## config.mk

```make
export PLATFORM = sky130hd
export DESIGN_NAME = register_log_command_parser
export DESIGN_NICKNAME = d
export VERILOG_FILES = /design/src/rtl/rlcp_pkg.sv /design/src/rtl/register_log_command_parser.sv /design/src/rtl/rlcp_front.sv /design/src/rtl/rlcp_queue.sv /design/src/rtl/rlcp_back.sv
export SDC_FILE = /design/constraint.sdc
export NUM_CORES = 1
export LEC_CHECK = 0
export BUFFER_PORTS_ARGS = -buffer_cell sky130_fd_sc_hd__buf_2
export CORE_AREA = 2 2 167 169
export CTS_CLUSTER_SIZE = 14
export DETAILED_ROUTE_END_ITERATION = 16
export DIE_AREA = 0 0 169 171
export PLACE_DENSITY_LB_ADDON = 0.12
export SLEW_MARGIN = 40
export SYNTH_ARGS = -nofsm -noshare
export SYNTH_HDL_FRONTEND = slang
export SYNTH_HIERARCHICAL = 1
export SYNTH_SLANG_ARGS = --single-unit
```

## constraint.sdc

```tcl
create_clock -name clk -period 5.8 [get_ports clk]
set_input_delay 1.16 -clock clk [delete_from_list [all_inputs] [get_ports clk]]
set_output_delay 1.16 -clock clk [all_outputs]
set_load 0.01 [all_outputs]
```

## src/rtl/rlcp_pkg.sv

```systemverilog
// ----------------------------------------------------------------------------
// rlcp_pkg: shared types and constants of the register log command parser
// Holds the event record, the parse phases, command codes and type mapping.
// ----------------------------------------------------------------------------
package rlcp_pkg;

  // Number of device type registers.
  localparam int NUM_DEVICES = 4;
  localparam int DEV_SEL_W   = $clog2(NUM_DEVICES);

  // Depth of the event queue between the parser and the output stage.
  localparam int QUEUE_DEPTH = 4;
  localparam int QPTR_W      = $clog2(QUEUE_DEPTH);
  localparam int QCNT_W      = $clog2(QUEUE_DEPTH + 1);

  // Length groups: counter saturates after the group at bit 35.
  localparam int GRP_W           = 3;
  localparam logic [2:0] GRP_LAST = 3'd5;
  localparam logic [5:0] GRP_BITS = 6'd7;

  // Configuration register indexes.
  localparam logic [2:0] REG_DEVICE_COUNT = 3'd0;
  localparam logic [2:0] REG_DEVICE_TYPE0 = 3'd1;

  // Command byte codes.
  localparam logic [7:0] CMD_WAIT_ONE = 8'hFF;
  localparam logic [7:0] CMD_WAIT_LEN = 8'hFE;
  localparam logic [7:0] CMD_END      = 8'hFD;

  // Chip kind used when no device is declared.
  localparam logic [1:0] DEFAULT_KIND = 2'd3;

  typedef enum logic [2:0] {
    EV_WAIT      = 3'd0,
    EV_WRITE     = 3'd1,
    EV_END       = 3'd2,
    EV_ERR_INDEX = 3'd3,
    EV_ERR_TYPE  = 3'd4
  } ev_kind_t;

  typedef enum logic [2:0] {
    PH_CMD,
    PH_LEN,
    PH_ADDR,
    PH_DATA,
    PH_STOP
  } phase_t;

  typedef struct packed {
    ev_kind_t    kind;
    logic [31:0] ticks;
    logic        port;
    logic [6:0]  dev;
    logic [1:0]  chip;
    logic [7:0]  addr;
    logic [7:0]  value;
  } ev_t;

  typedef struct packed {
    logic halted;
  } front_status_t;

  typedef struct packed {
    logic       bad;
    logic [1:0] kind;
  } kind_map_t;

  // Maps a raw device type code to a chip kind, flagging unmapped codes.
  function automatic kind_map_t map_type(input logic [7:0] code);
    kind_map_t m;
    m.bad  = 1'b0;
    m.kind = 2'd0;
    case (code)
      8'd0, 8'd1, 8'd5, 8'd6, 8'd7, 8'd8, 8'd9, 8'd15: m.kind = 2'd0;
      8'd2: m.kind = 2'd1;
      8'd3: m.kind = 2'd2;
      8'd4: m.kind = 2'd3;
      default: m.bad = 1'b1;
    endcase
    return m;
  endfunction

endpackage

```

## src/rtl/register_log_command_parser.sv

```systemverilog
// ----------------------------------------------------------------------------
// register_log_command_parser: sound-chip register log command parser
// Turns a byte stream of log commands into wait, write, end and error events.
// ----------------------------------------------------------------------------
//  channel  dir  contents
//  s_*      in   tdata[7:0] stream_byte
//  m_*      out  tuser event_kind; tdata tick_count, port_select, device_index,
//                chip_kind, reg_address, reg_value
//  cfg_*    in   write of device_count (0) or device_type_0..3 (1..4)
//
// One byte is taken every cycle while the queue has room; the event that a byte
// completes is written into the queue when that byte is taken, and the output
// register loads it from the queue once it is empty or its event is transferred.
// Reset returns the parser to the command phase and clears the device table.
// The four-entry event queue lets input continue while the output is stalled;
// input stalls only when the queue is full.
// After an end or error event, bytes are taken and dropped until reset.
module register_log_command_parser (
  input  logic        clk,
  input  logic        rst,
  input  logic        s_tvalid,
  output logic        s_tready,
  input  logic [7:0]  s_tdata,   // [7:0] stream_byte
  output logic        m_tvalid,
  input  logic        m_tready,
  output logic [63:0] m_tdata,   // [31:0] tick_count, [32] port_select,
                                 // [39:33] device_index, [41:40] chip_kind,
                                 // [49:42] reg_address, [57:50] reg_value
  output logic [2:0]  m_tuser,   // [2:0] event_kind
  input  logic        cfg_we,
  input  logic [2:0]  cfg_index,
  input  logic [7:0]  cfg_data
);
  import rlcp_pkg::*;

  logic          q_push;
  ev_t           q_ev;
  logic          q_full;
  logic          q_pop;
  logic          q_avail;
  ev_t           q_head;
  front_status_t fr_status;

  rlcp_front u_front (
    .clk      (clk),
    .rst      (rst),
    .in_valid (s_tvalid),
    .in_byte  (s_tdata),
    .in_ready (s_tready),
    .cfg_we   (cfg_we),
    .cfg_index(cfg_index),
    .cfg_data (cfg_data),
    .q_full   (q_full),
    .ev_push  (q_push),
    .ev       (q_ev),
    .status   (fr_status)
  );

  rlcp_queue u_queue (
    .clk    (clk),
    .rst    (rst),
    .push   (q_push),
    .push_ev(q_ev),
    .full   (q_full),
    .pop    (q_pop),
    .avail  (q_avail),
    .head   (q_head)
  );

  rlcp_back u_back (
    .clk     (clk),
    .rst     (rst),
    .q_avail (q_avail),
    .q_head  (q_head),
    .q_pop   (q_pop),
    .m_tvalid(m_tvalid),
    .m_tready(m_tready),
    .m_tdata (m_tdata),
    .m_tuser (m_tuser)
  );

  // The parser never pushes into a full queue.
  a_no_overflow: assert property (@(posedge clk) disable iff (rst)
    q_push |-> !q_full)
    else $error("event pushed into full queue");

  // Once stopped, the parser stays stopped until reset.
  a_halt_sticky: assert property (@(posedge clk) disable iff (rst)
    fr_status.halted |=> fr_status.halted)
    else $error("parser left the stopped phase");

  // End and error events stop the parser.
  a_halt_on_stop: assert property (@(posedge clk) disable iff (rst)
    q_push && (q_ev.kind == EV_END || q_ev.kind == EV_ERR_INDEX ||
               q_ev.kind == EV_ERR_TYPE) |=> fr_status.halted)
    else $error("stop event without halt");

  // Only wait events carry a tick count.
  a_ticks_wait_only: assert property (@(posedge clk) disable iff (rst)
    q_push && q_ev.kind != EV_WAIT |-> q_ev.ticks == 32'd0)
    else $error("tick count on a non-wait event");

endmodule

```

## src/rtl/rlcp_front.sv

```systemverilog
// ----------------------------------------------------------------------------
// rlcp_front: command byte parser
// Holds the device table, takes one byte per cycle while the queue has room and pushes events.
// ----------------------------------------------------------------------------
module rlcp_front (
  input  logic                   clk,
  input  logic                   rst,
  input  logic                   in_valid,
  input  logic [7:0]             in_byte,
  output logic                   in_ready,
  input  logic                   cfg_we,
  input  logic [2:0]             cfg_index,
  input  logic [7:0]             cfg_data,
  input  logic                   q_full,
  output logic                   ev_push,
  output rlcp_pkg::ev_t          ev,
  output rlcp_pkg::front_status_t status
);
  import rlcp_pkg::*;

  phase_t           phase, phase_next;
  logic [31:0]      acc, acc_next;
  logic [GRP_W-1:0] grp, grp_next;
  logic [6:0]       held_device, held_device_next;
  logic             held_port, held_port_next;
  logic [1:0]       held_kind, held_kind_next;
  logic [7:0]       held_address, held_address_next;

  logic [2:0]       device_count;
  logic [7:0]       device_type [NUM_DEVICES];

  logic             accept;
  logic [2:0]       cnt_eff;
  logic             type_bad;
  logic [5:0]       shamt;
  logic [31:0]      group_wide;
  logic [31:0]      acc_sum;
  logic [6:0]       cmd_dev;
  kind_map_t        dev_map;

  // A byte transfer completes whenever the queue has room.
  assign in_ready = !q_full;
  assign accept   = in_valid && !q_full;

  // Configuration registers.
  always_ff @(posedge clk) begin
    if (rst) begin
      device_count <= 3'd0;
      for (int i = 0; i < NUM_DEVICES; i++) begin
        device_type[i] <= 8'd0;
      end
    end else if (cfg_we) begin
      if (cfg_index == REG_DEVICE_COUNT) begin
        device_count <= cfg_data[2:0];
      end else if (cfg_index >= REG_DEVICE_TYPE0 &&
                   cfg_index < REG_DEVICE_TYPE0 + 3'(NUM_DEVICES)) begin
        device_type[DEV_SEL_W'(cfg_index - REG_DEVICE_TYPE0)] <= cfg_data;
      end
    end
  end

  // Declared count saturates at the table size.
  assign cnt_eff = (device_count > 3'(NUM_DEVICES)) ? 3'(NUM_DEVICES) : device_count;

  // Any declared device with an unmapped type code stops the stream.
  always_comb begin
    kind_map_t slot_map;
    type_bad = 1'b0;
    for (int i = 0; i < NUM_DEVICES; i++) begin
      slot_map = map_type(device_type[i]);
      if (3'(i) < cnt_eff && slot_map.bad) begin
        type_bad = 1'b1;
      end
    end
  end

  // Length group placed at its 7-bit slot; bits beyond 32 fall away.
  assign shamt      = 6'(grp) * GRP_BITS;
  assign group_wide = 32'(in_byte[6:0]) << shamt;
  assign acc_sum    = acc | group_wide;

  assign cmd_dev = in_byte[7:1];
  assign dev_map = map_type(device_type[cmd_dev[DEV_SEL_W-1:0]]);

  // Phase and held fields.
  always_ff @(posedge clk) begin
    if (rst) begin
      phase        <= PH_CMD;
      grp          <= '0;
      acc          <= '0;
      held_device  <= '0;
      held_port    <= 1'b0;
      held_kind    <= '0;
      held_address <= '0;
    end else begin
      phase        <= phase_next;
      grp          <= grp_next;
      acc          <= acc_next;
      held_device  <= held_device_next;
      held_port    <= held_port_next;
      held_kind    <= held_kind_next;
      held_address <= held_address_next;
    end
  end

  // Next phase and the event for the accepted byte.
  always_comb begin
    phase_next        = phase;
    acc_next          = acc;
    grp_next          = grp;
    held_device_next  = held_device;
    held_port_next    = held_port;
    held_kind_next    = held_kind;
    held_address_next = held_address;
    ev_push           = 1'b0;
    ev                = '0;
    ev.kind           = EV_WAIT;
    if (accept) begin
      case (phase)
        PH_CMD: begin
          if (type_bad) begin
            ev_push    = 1'b1;
            ev.kind    = EV_ERR_TYPE;
            phase_next = PH_STOP;
          end else if (in_byte == CMD_WAIT_ONE) begin
            ev_push  = 1'b1;
            ev.kind  = EV_WAIT;
            ev.ticks = 32'd1;
          end else if (in_byte == CMD_WAIT_LEN) begin
            acc_next   = 32'd0;
            grp_next   = '0;
            phase_next = PH_LEN;
          end else if (in_byte == CMD_END) begin
            ev_push    = 1'b1;
            ev.kind    = EV_END;
            phase_next = PH_STOP;
          end else if ((cnt_eff == 3'd0 && cmd_dev != 7'd0) ||
                       (cnt_eff != 3'd0 && cmd_dev >= 7'(cnt_eff))) begin
            ev_push    = 1'b1;
            ev.kind    = EV_ERR_INDEX;
            ev.port    = in_byte[0];
            ev.dev     = cmd_dev;
            phase_next = PH_STOP;
          end else begin
            held_kind_next   = (cnt_eff == 3'd0) ? DEFAULT_KIND : dev_map.kind;
            held_device_next = cmd_dev;
            held_port_next   = in_byte[0];
            phase_next       = PH_ADDR;
          end
        end
        PH_LEN: begin
          acc_next = acc_sum;
          if (in_byte[7]) begin
            if (grp != GRP_LAST) begin
              grp_next = grp + GRP_W'(1);
            end
          end else begin
            ev_push    = 1'b1;
            ev.kind    = EV_WAIT;
            ev.ticks   = acc_sum;
            grp_next   = '0;
            phase_next = PH_CMD;
          end
        end
        PH_ADDR: begin
          held_address_next = in_byte;
          phase_next        = PH_DATA;
        end
        PH_DATA: begin
          ev_push    = 1'b1;
          ev.kind    = EV_WRITE;
          ev.port    = held_port;
          ev.dev     = held_device;
          ev.chip    = held_kind;
          ev.addr    = held_address;
          ev.value   = in_byte;
          phase_next = PH_CMD;
        end
        default: begin
          phase_next = PH_STOP;
        end
      endcase
    end
  end

  assign status.halted = (phase == PH_STOP);

endmodule

```

## src/rtl/rlcp_queue.sv

```systemverilog
// ----------------------------------------------------------------------------
// rlcp_queue: event queue
// Short first-in first-out buffer between the parser and the output stage.
// ----------------------------------------------------------------------------
module rlcp_queue (
  input  logic          clk,
  input  logic          rst,
  input  logic          push,
  input  rlcp_pkg::ev_t push_ev,
  output logic          full,
  input  logic          pop,
  output logic          avail,
  output rlcp_pkg::ev_t head
);
  import rlcp_pkg::*;

  ev_t               slots [QUEUE_DEPTH];
  logic [QPTR_W-1:0] wr_ptr;
  logic [QPTR_W-1:0] rd_ptr;
  logic [QCNT_W-1:0] count;

  assign full  = (count == QCNT_W'(QUEUE_DEPTH));
  assign avail = (count != '0);
  assign head  = slots[rd_ptr];

  // Entry storage.
  always_ff @(posedge clk) begin
    if (push) begin
      slots[wr_ptr] <= push_ev;
    end
  end

  // Pointers and fill count.
  always_ff @(posedge clk) begin
    if (rst) begin
      wr_ptr <= '0;
      rd_ptr <= '0;
      count  <= '0;
    end else begin
      if (push) begin
        wr_ptr <= wr_ptr + QPTR_W'(1);
      end
      if (pop) begin
        rd_ptr <= rd_ptr + QPTR_W'(1);
      end
      if (push && !pop) begin
        count <= count + QCNT_W'(1);
      end else if (pop && !push) begin
        count <= count - QCNT_W'(1);
      end
    end
  end

endmodule

```

## src/rtl/rlcp_back.sv

```systemverilog
// ----------------------------------------------------------------------------
// rlcp_back: event output stage
// Takes events from the queue into the output register and packs them.
// ----------------------------------------------------------------------------
module rlcp_back (
  input  logic          clk,
  input  logic          rst,
  input  logic          q_avail,
  input  rlcp_pkg::ev_t q_head,
  output logic          q_pop,
  output logic          m_tvalid,
  input  logic          m_tready,
  output logic [63:0]   m_tdata,
  output logic [2:0]    m_tuser
);
  import rlcp_pkg::*;

  ev_t  out_ev;
  logic load;

  // Load when the register is empty or its event is being transferred.
  assign load  = q_avail && (!m_tvalid || m_tready);
  assign q_pop = load;

  always_ff @(posedge clk) begin
    if (rst) begin
      m_tvalid <= 1'b0;
    end else if (load) begin
      m_tvalid <= 1'b1;
    end else if (m_tready) begin
      m_tvalid <= 1'b0;
    end
  end

  always_ff @(posedge clk) begin
    if (load) begin
      out_ev <= q_head;
    end
  end

  // Pack fields from the lowest bit up.
  assign m_tdata = {6'd0, out_ev.value, out_ev.addr, out_ev.chip, out_ev.dev,
                    out_ev.port, out_ev.ticks};
  assign m_tuser = out_ev.kind;

endmodule

```

==> results of run 1 <==
[routing by layer]
| layer | share of wire, % | up-vias | global-route usage, % |
|---|---|---|---|
| met5 | 0 | - | 0 |
| met4 | 2.1 | 0 | 5.83 |
| met3 | 5.0 | 57 | 3.08 |
| met2 | 50 | 238 | 34.3 |
| met1 | 43 | 4249 | 28.5 |
| li1 | - | 3905 | - |
[layout make-up]
class	instances	area (sq um)	share of cell area (%)
Clock buffer	54	1110	6.20
Sequential cell	406	11500	64.0
Tap cell	346	433	2.41
Clock inverter	21	191	1.07
Multi-Input combinational cell	465	3990	22.2
Inverter	43	161	0.898
Timing Repair Buffer	97	576	3.20
[worst max path at each step]
stage,from,endpoint,slack (ns)
3_5_place_dp,s_tdata[1],u_queue/slots[2][42]$_DFFE_PP_,1.31
4_1_cts,s_tdata[1],u_queue/slots[2][33]$_DFFE_PP_,1.86
6_report,s_tdata[1],u_queue/slots[2][46]$_DFFE_PP_,1.82
2_1_floorplan,s_tdata[1],u_queue/slots[0][0]$_DFFE_PP_,1.39
3_3_place_gp,s_tdata[1],u_queue/slots[2][47]$_DFFE_PP_,1.38
5_1_grt,s_tdata[1],u_queue/slots[2][42]$_DFFE_PP_,1.63
[sequential cells by signal, indices dropped and copies added (netlist names), named ones only]
register	cells
u_front/device_count	3
u_front/held_port	1
u_front/acc	32
u_front/phase	3
u_queue/count	3
u_queue/slots	244
u_front/held_device	7
u_front/held_kind	2
u_back/m_tdata	58
u_front/held_address	8
u_back/m_tuser	3
u_front/device_type	32
u_front/grp	3
u_queue/wr_ptr	2
u_back/m_tvalid	1
u_queue/rd_ptr	2
[power breakdown]
part	leakage (nW)	switching (mW)	total, mW	internal (mW)
registers	3.75	0.167	3.85	3.69
logic	1.71	0.708	1.27	0.566
clock network	0.641	1.05	2.54	1.49
[worst max-delay path, stage by stage]
cell	delay (ns)
buf_2	0.35
clkinv_1	0.34
ha_1	0.37
nor2b_1	0.04
o211ai_1	0.21
a21oi_1	0.17
nor2_1	0.14
o311a_1	0.31
and2_2	0.71
buf_12	0.33
[metrics by stage]
stage	util, %	hold WS (ns)
after floorplan	-	0.447
after global placement	60.9	0.463
after detailed placement	61.0	0.471
after CTS	65.7	0.479
after global routing	65.8	0.490
final	65.8	0.478
[placed cells by master, fill, tap and decap left out, types with 9 or more instances in the layout]
| cell type | n |
|---|---|
| mux2i_1 | 16 |
| and2_1 | 50 |
| mux4_2 | 63 |
| ha_1 | 12 |
| clkbuf_16 | 41 |
| o21ai_0 | 16 |
| a21oi_1 | 43 |
| edfxtp_1 | 337 |
| nor3_1 | 13 |
| clkbuf_1 | 9 |
| nand2_1 | 13 |
| inv_1 | 42 |
| buf_2 | 86 |
| a2111oi_0 | 26 |
| nor2_1 | 98 |
| dfxtp_1 | 67 |
==> qor.yml, run 1 <==
status: "finished, final reports clean"
worstReg2RegEnd: "u_queue/count[2]$_SDFFE_PP0P_"
path_clk_slew_ns: 0.06
die_area_sq_um: 28900
postPlaceCellArea_sq_um: 16700
num_antenna_cells: 0
grt_pass1_vias: 8295
cp_data_arrival_time_ns: 4.18
ff2ff_path_depth: 11
avgViaCountPerCell: 5.90
dp_cells: 1356
min_path_cells: 1
fillers: 1847
antenna_found_initial: 0
synthToLayoutAreaGrowth_pct: 12.5
vias: 8449
p_per_area_nw_per_um2: 426
insertion_delay_ns: 0.53
nNetsFinal: 1091
tightestPinTransition_ns: 0.778
drc: 0
grtUsageTotal_pct: 20.5
synth_warnings: 6
crit_fanout: 36
holdPathEnd: "u_front/held_device[6]$_SDFFE_PP0P_"
dr.first_iter.drc_count: 550
gp_congestion: 0.856
r2r_slack_ns: 2.09
fp-row-count: 61
portBuffers: 86
hold_viol: 0
rr_startpoint: "u_front/device_type[2][4]$_SDFFCE_PN0P_"
start_util_pct: 58.5
core_sq_um: 27300
ir_drop_uv: 419
max_slew_margin_pct: 48.1
cts-root-buf: "clkbuf_16"
drtAntennaViolNets: 0
cts_max_level: 2
rsz0062_at_grt: "false"
worstSetupPathType: "in2reg"
syn-cell-area_sq_um: 16000
end_kind: "flip-flop"
place_ws_ns: 1.31
max_freq_mhz: 252
grt_max_degree: 74
numCtsBuffers: 41
finalPower_mw: 7.66
postCtsSetupRepairBufs: 0
maxSlewViolCount: 0
ioPinCount: 93
cts_resized: 0
hpwl_um: 17600
routedWlPerCell_um: 20.3
grt_pass1_wl_um: 45600
period_share_pct: 68.5
layout_setup_ws_ns: 1.82
first_pass_iters: 5
cts_tree: "done"
fin_setup_tns_ns: 0
avgSynthCellArea_sq_um: 16.6
required_ns: 6.01
finalNonFillerCells: 1432
chipWidth_um: 169
netlist_instances: 965
cap_violations: 0
die-height_um: 171
cts_buffer_depth: 3
wirelength_um: 29100
drive_gt1_share_pct: 22.7
setup-violations-final: 0
clock-sinks: 406
overflow: 0
min-delay-path-class: "reg2reg"
finalClockSkew_ns: 0.0161
fin_crit_ns: 3.98
fin_area_sq_um: 18000
holdBufCountCts: 0
cp-start-kind: "input pin"
leakagePower_nw: 6.10
hp-start: "u_front/held_device[6]$_SDFFE_PP0P_"
(Power assumes the default switching activity.)
==> run 2: changes to the inputs <==
==> constraint.sdc (replaced) <==
create_clock -name clk -period 3.7 [get_ports clk]
set_input_delay 0.74 -clock clk [delete_from_list [all_inputs] [get_ports clk]]
set_output_delay 0.74 -clock clk [all_outputs]
set_load 0.01 [all_outputs]
==> qor.yml, run 2 (synthesis results as in run 1) <==
status: "finished, final reports clean"  # unchanged
drtAntennaViolNets: 0  # unchanged
insertion_delay_ns: 0.53  # about the same
end_kind: "flip-flop"  # unchanged
portBuffers: 86  # unchanged
largest_reg_flops: 244  # unchanged
cpMostUsedCell: "or3_1"
fin_setup_tns_ns: 0  # unchanged
nNetsFinal: 1109  # was 1091
slowest_stage: "nor4_1"  # was and2_2
wirelength_um: 29700  # was 29100 um
ff2ff_path_depth: 11  # unchanged
numCtsBuffers: 41  # unchanged
start_util_pct: 58.5  # unchanged
cts-root-buf: "clkbuf_16"  # unchanged
synthToLayoutAreaGrowth_pct: 13.3  # was 12.5%
drc: 0  # unchanged
rsz0062_at_grt: "false"  # unchanged
clock-sinks: 406  # unchanged
overflow: 0  # unchanged
max_slew_margin_pct: 43.6  # was 48.1%
worstReg2RegEnd: "u_queue/count[2]$_SDFFE_PP0P_"  # unchanged
use_met2_pct: 34.8  # was 34.3%
maxSlewViolCount: 0  # unchanged
cts_tree: "done"  # unchanged
avgViaCountPerCell: 5.81  # was 5.90
core_sq_um: 27300  # unchanged
path_cells: "nor4_1, o21ai_0, a221o_2, or3_1, o311a_1, ha_1, inv_1, fa_1, xor2_1, or3_1, a21oi_1"  # was buf_2, clkinv_1, ha_1, nor2b_1, o211ai_1, a21oi_1, nor2_1, o311a_1, and2_2, buf_12
fp-row-count: 61  # unchanged
period_share_pct: 94.8
cts_buffer_depth: 3  # unchanged
leakagePower_nw: 6.19  # was 6.10 nW
antenna_found_initial: 1  # was 0
postCtsSetupRepairBufs: 0  # unchanged
worstSetupPathType: "reg2reg"  # was in2reg
ioPinCount: 93  # unchanged
use_met3_pct: 3.22  # was 3.08%
finalClockSkew_ns: 0.0217  # was 0.0161 ns
top_usage_layer: "met2"  # unchanged
finalPower_mw: 12.0  # was 7.66 mW
final_cell_mix: "337 x edfxtp_1, 99 x nor2_1, 86 x buf_2"  # was 337 x edfxtp_1, 98 x nor2_1, 86 x buf_2
min-delay-path-class: "reg2reg"  # unchanged
vias: 8427  # was 8449
gp_congestion: 0.872  # was 0.856
cts_resized: 0  # unchanged
r2r_slack_ns: 0.19  # was 2.09 ns
regMostFlops: "u_queue/slots"  # unchanged
die-height_um: 171  # unchanged
rr_startpoint: "u_front/device_type[2][4]$_SDFFCE_PN0P_"  # unchanged
cp-start-kind: "flip-flop"  # was input pin
crit_fanout: 7  # was 36
endpoint: "u_queue/count[2]$_SDFFE_PP0P_"  # was u_queue/slots[2][46]$_DFFE_PP_
holdBufCountCts: 0  # unchanged
path_clk_slew_ns: 0.06  # about the same
grt_pass1_wl_um: 46100  # was 45600 um
slowest_delay_ns: 0.48  # was 0.71 ns
met1_usage_pct: 29.2  # was 28.5%
ir_drop_uv: 433  # was 419 uV
grt_pass1_vias: 8225  # was 8295
setup-violations-final: 0  # unchanged
cap_violations: 0  # unchanged
fin_crit_ns: 3.51
hpwl_um: 18600  # was 17600 um
grtUsageTotal_pct: 21.0  # was 20.5%
chipWidth_um: 169  # unchanged
dr.first_iter.drc_count: 672  # was 550
first_pass_iters: 5  # unchanged
grt_max_degree: 68  # was 74
p_per_area_nw_per_um2: 664  # was 426 nW/um^2
die_area_sq_um: 28900  # unchanged
crit_start: "u_front/device_type[2][4]$_SDFFCE_PN0P_"  # was s_tdata[1]
hold_viol: 0  # unchanged
cts_max_level: 2  # unchanged
routedWlPerCell_um: 20.5  # was 20.3 um
required_ns: 4.16  # was 6.01 ns
drive_gt1_share_pct: 23.8  # was 22.7%
tightestPinTransition_ns: 0.845  # was 0.778 ns
cp_data_arrival_time_ns: 3.96  # was 4.18 ns
max_freq_mhz: 285
final_common_cell: "edfxtp_1"  # unchanged
-- run 2: cell types whose count changed in the layout (fill, tap and decap cells not counted), sizes merged --
cell	previous run	this run
clkbuf	54	57
clkinvlp	2	1
diode	0	1
bufinv	3	2
inv	46	43
buf	97	115
clkinv	13	14
-- run 2: critical path, delay by kind of cell (launching register included) --
kind | cells | cell delay [ns]
AO/OA/AOI/OAI | 4 | 1.26
AND/OR/NAND/NOR | 3 | 1.23
adder cells (fa/ha/maj) | 2 | 0.45
buffers and inverters | 1 | 0.07
XOR/XNOR | 1 | 0.08
flip-flops | 1 | 0.35
-- run 2: worst min path at each step --
| stage | slack, ns | start | endpoint | cells past startpoint |
|---|---|---|---|---|
| global route | 0.50 | u_front/held_device[3]$_SDFFE_PP0P_ | u_front/held_device[3]$_SDFFE_PP0P_ | 1 |
| CTS | 0.48 | u_front/held_device[3]$_SDFFE_PP0P_ | u_front/held_device[3]$_SDFFE_PP0P_ | 1 |
| global placement | 0.46 | u_front/acc[11]$_SDFFE_PP0P_ | u_front/acc[11]$_SDFFE_PP0P_ | 2 |
| finish | 0.48 | u_front/held_device[3]$_SDFFE_PP0P_ | u_front/held_device[3]$_SDFFE_PP0P_ | 1 |
| floorplan | 0.45 | u_front/held_address[1]$_SDFFE_PP0P_ | u_front/held_address[1]$_SDFFE_PP0P_ | 2 |
| detailed placement | 0.47 | u_front/held_device[3]$_SDFFE_PP0P_ | u_front/held_device[3]$_SDFFE_PP0P_ | 1 |
-- run 2: layer usage --
metal	vias to the layer above	part of all wire, %
met5	-	0
met4	0	2.0
met3	46	4.7
met2	241	49
met1	4206	44
li1	3934	-
-- run 2: cell type report --
class                   count  area, sq um
clock inverters            17          134
flip-flops and latches    406        11500
fillers                  1907         9220
clock buffers              57         1180
repair buffers            115          702
inverters                  43          161
multi-input cells         465         3990
diodes                      1         2.50
well taps                 346          433
-- run 2: power by group --
group	internal [mW]	leakage, nW	switching [mW]	total (mW)
sequential	5.78	3.75	0.283	6.06
clock	2.37	0.645	1.61	3.98
combinational	0.894	1.80	1.08	1.98
-- run 2: per-stage QoR --
stage	instances	utilization [%]	area (sq um)	hold WS, ns	setup WS, ns
after floorplan	970	-	16000	0.447	0.355
after global placement	1375	61.4	16800	0.461	0.278
after detailed placement	1375	61.4	16800	0.469	0.214
after CTS	1449	66.2	18100	0.477	0.200
after global routing	1450	66.3	18100	0.496	0.0166
final	1450	66.3	18100	0.476	0.192
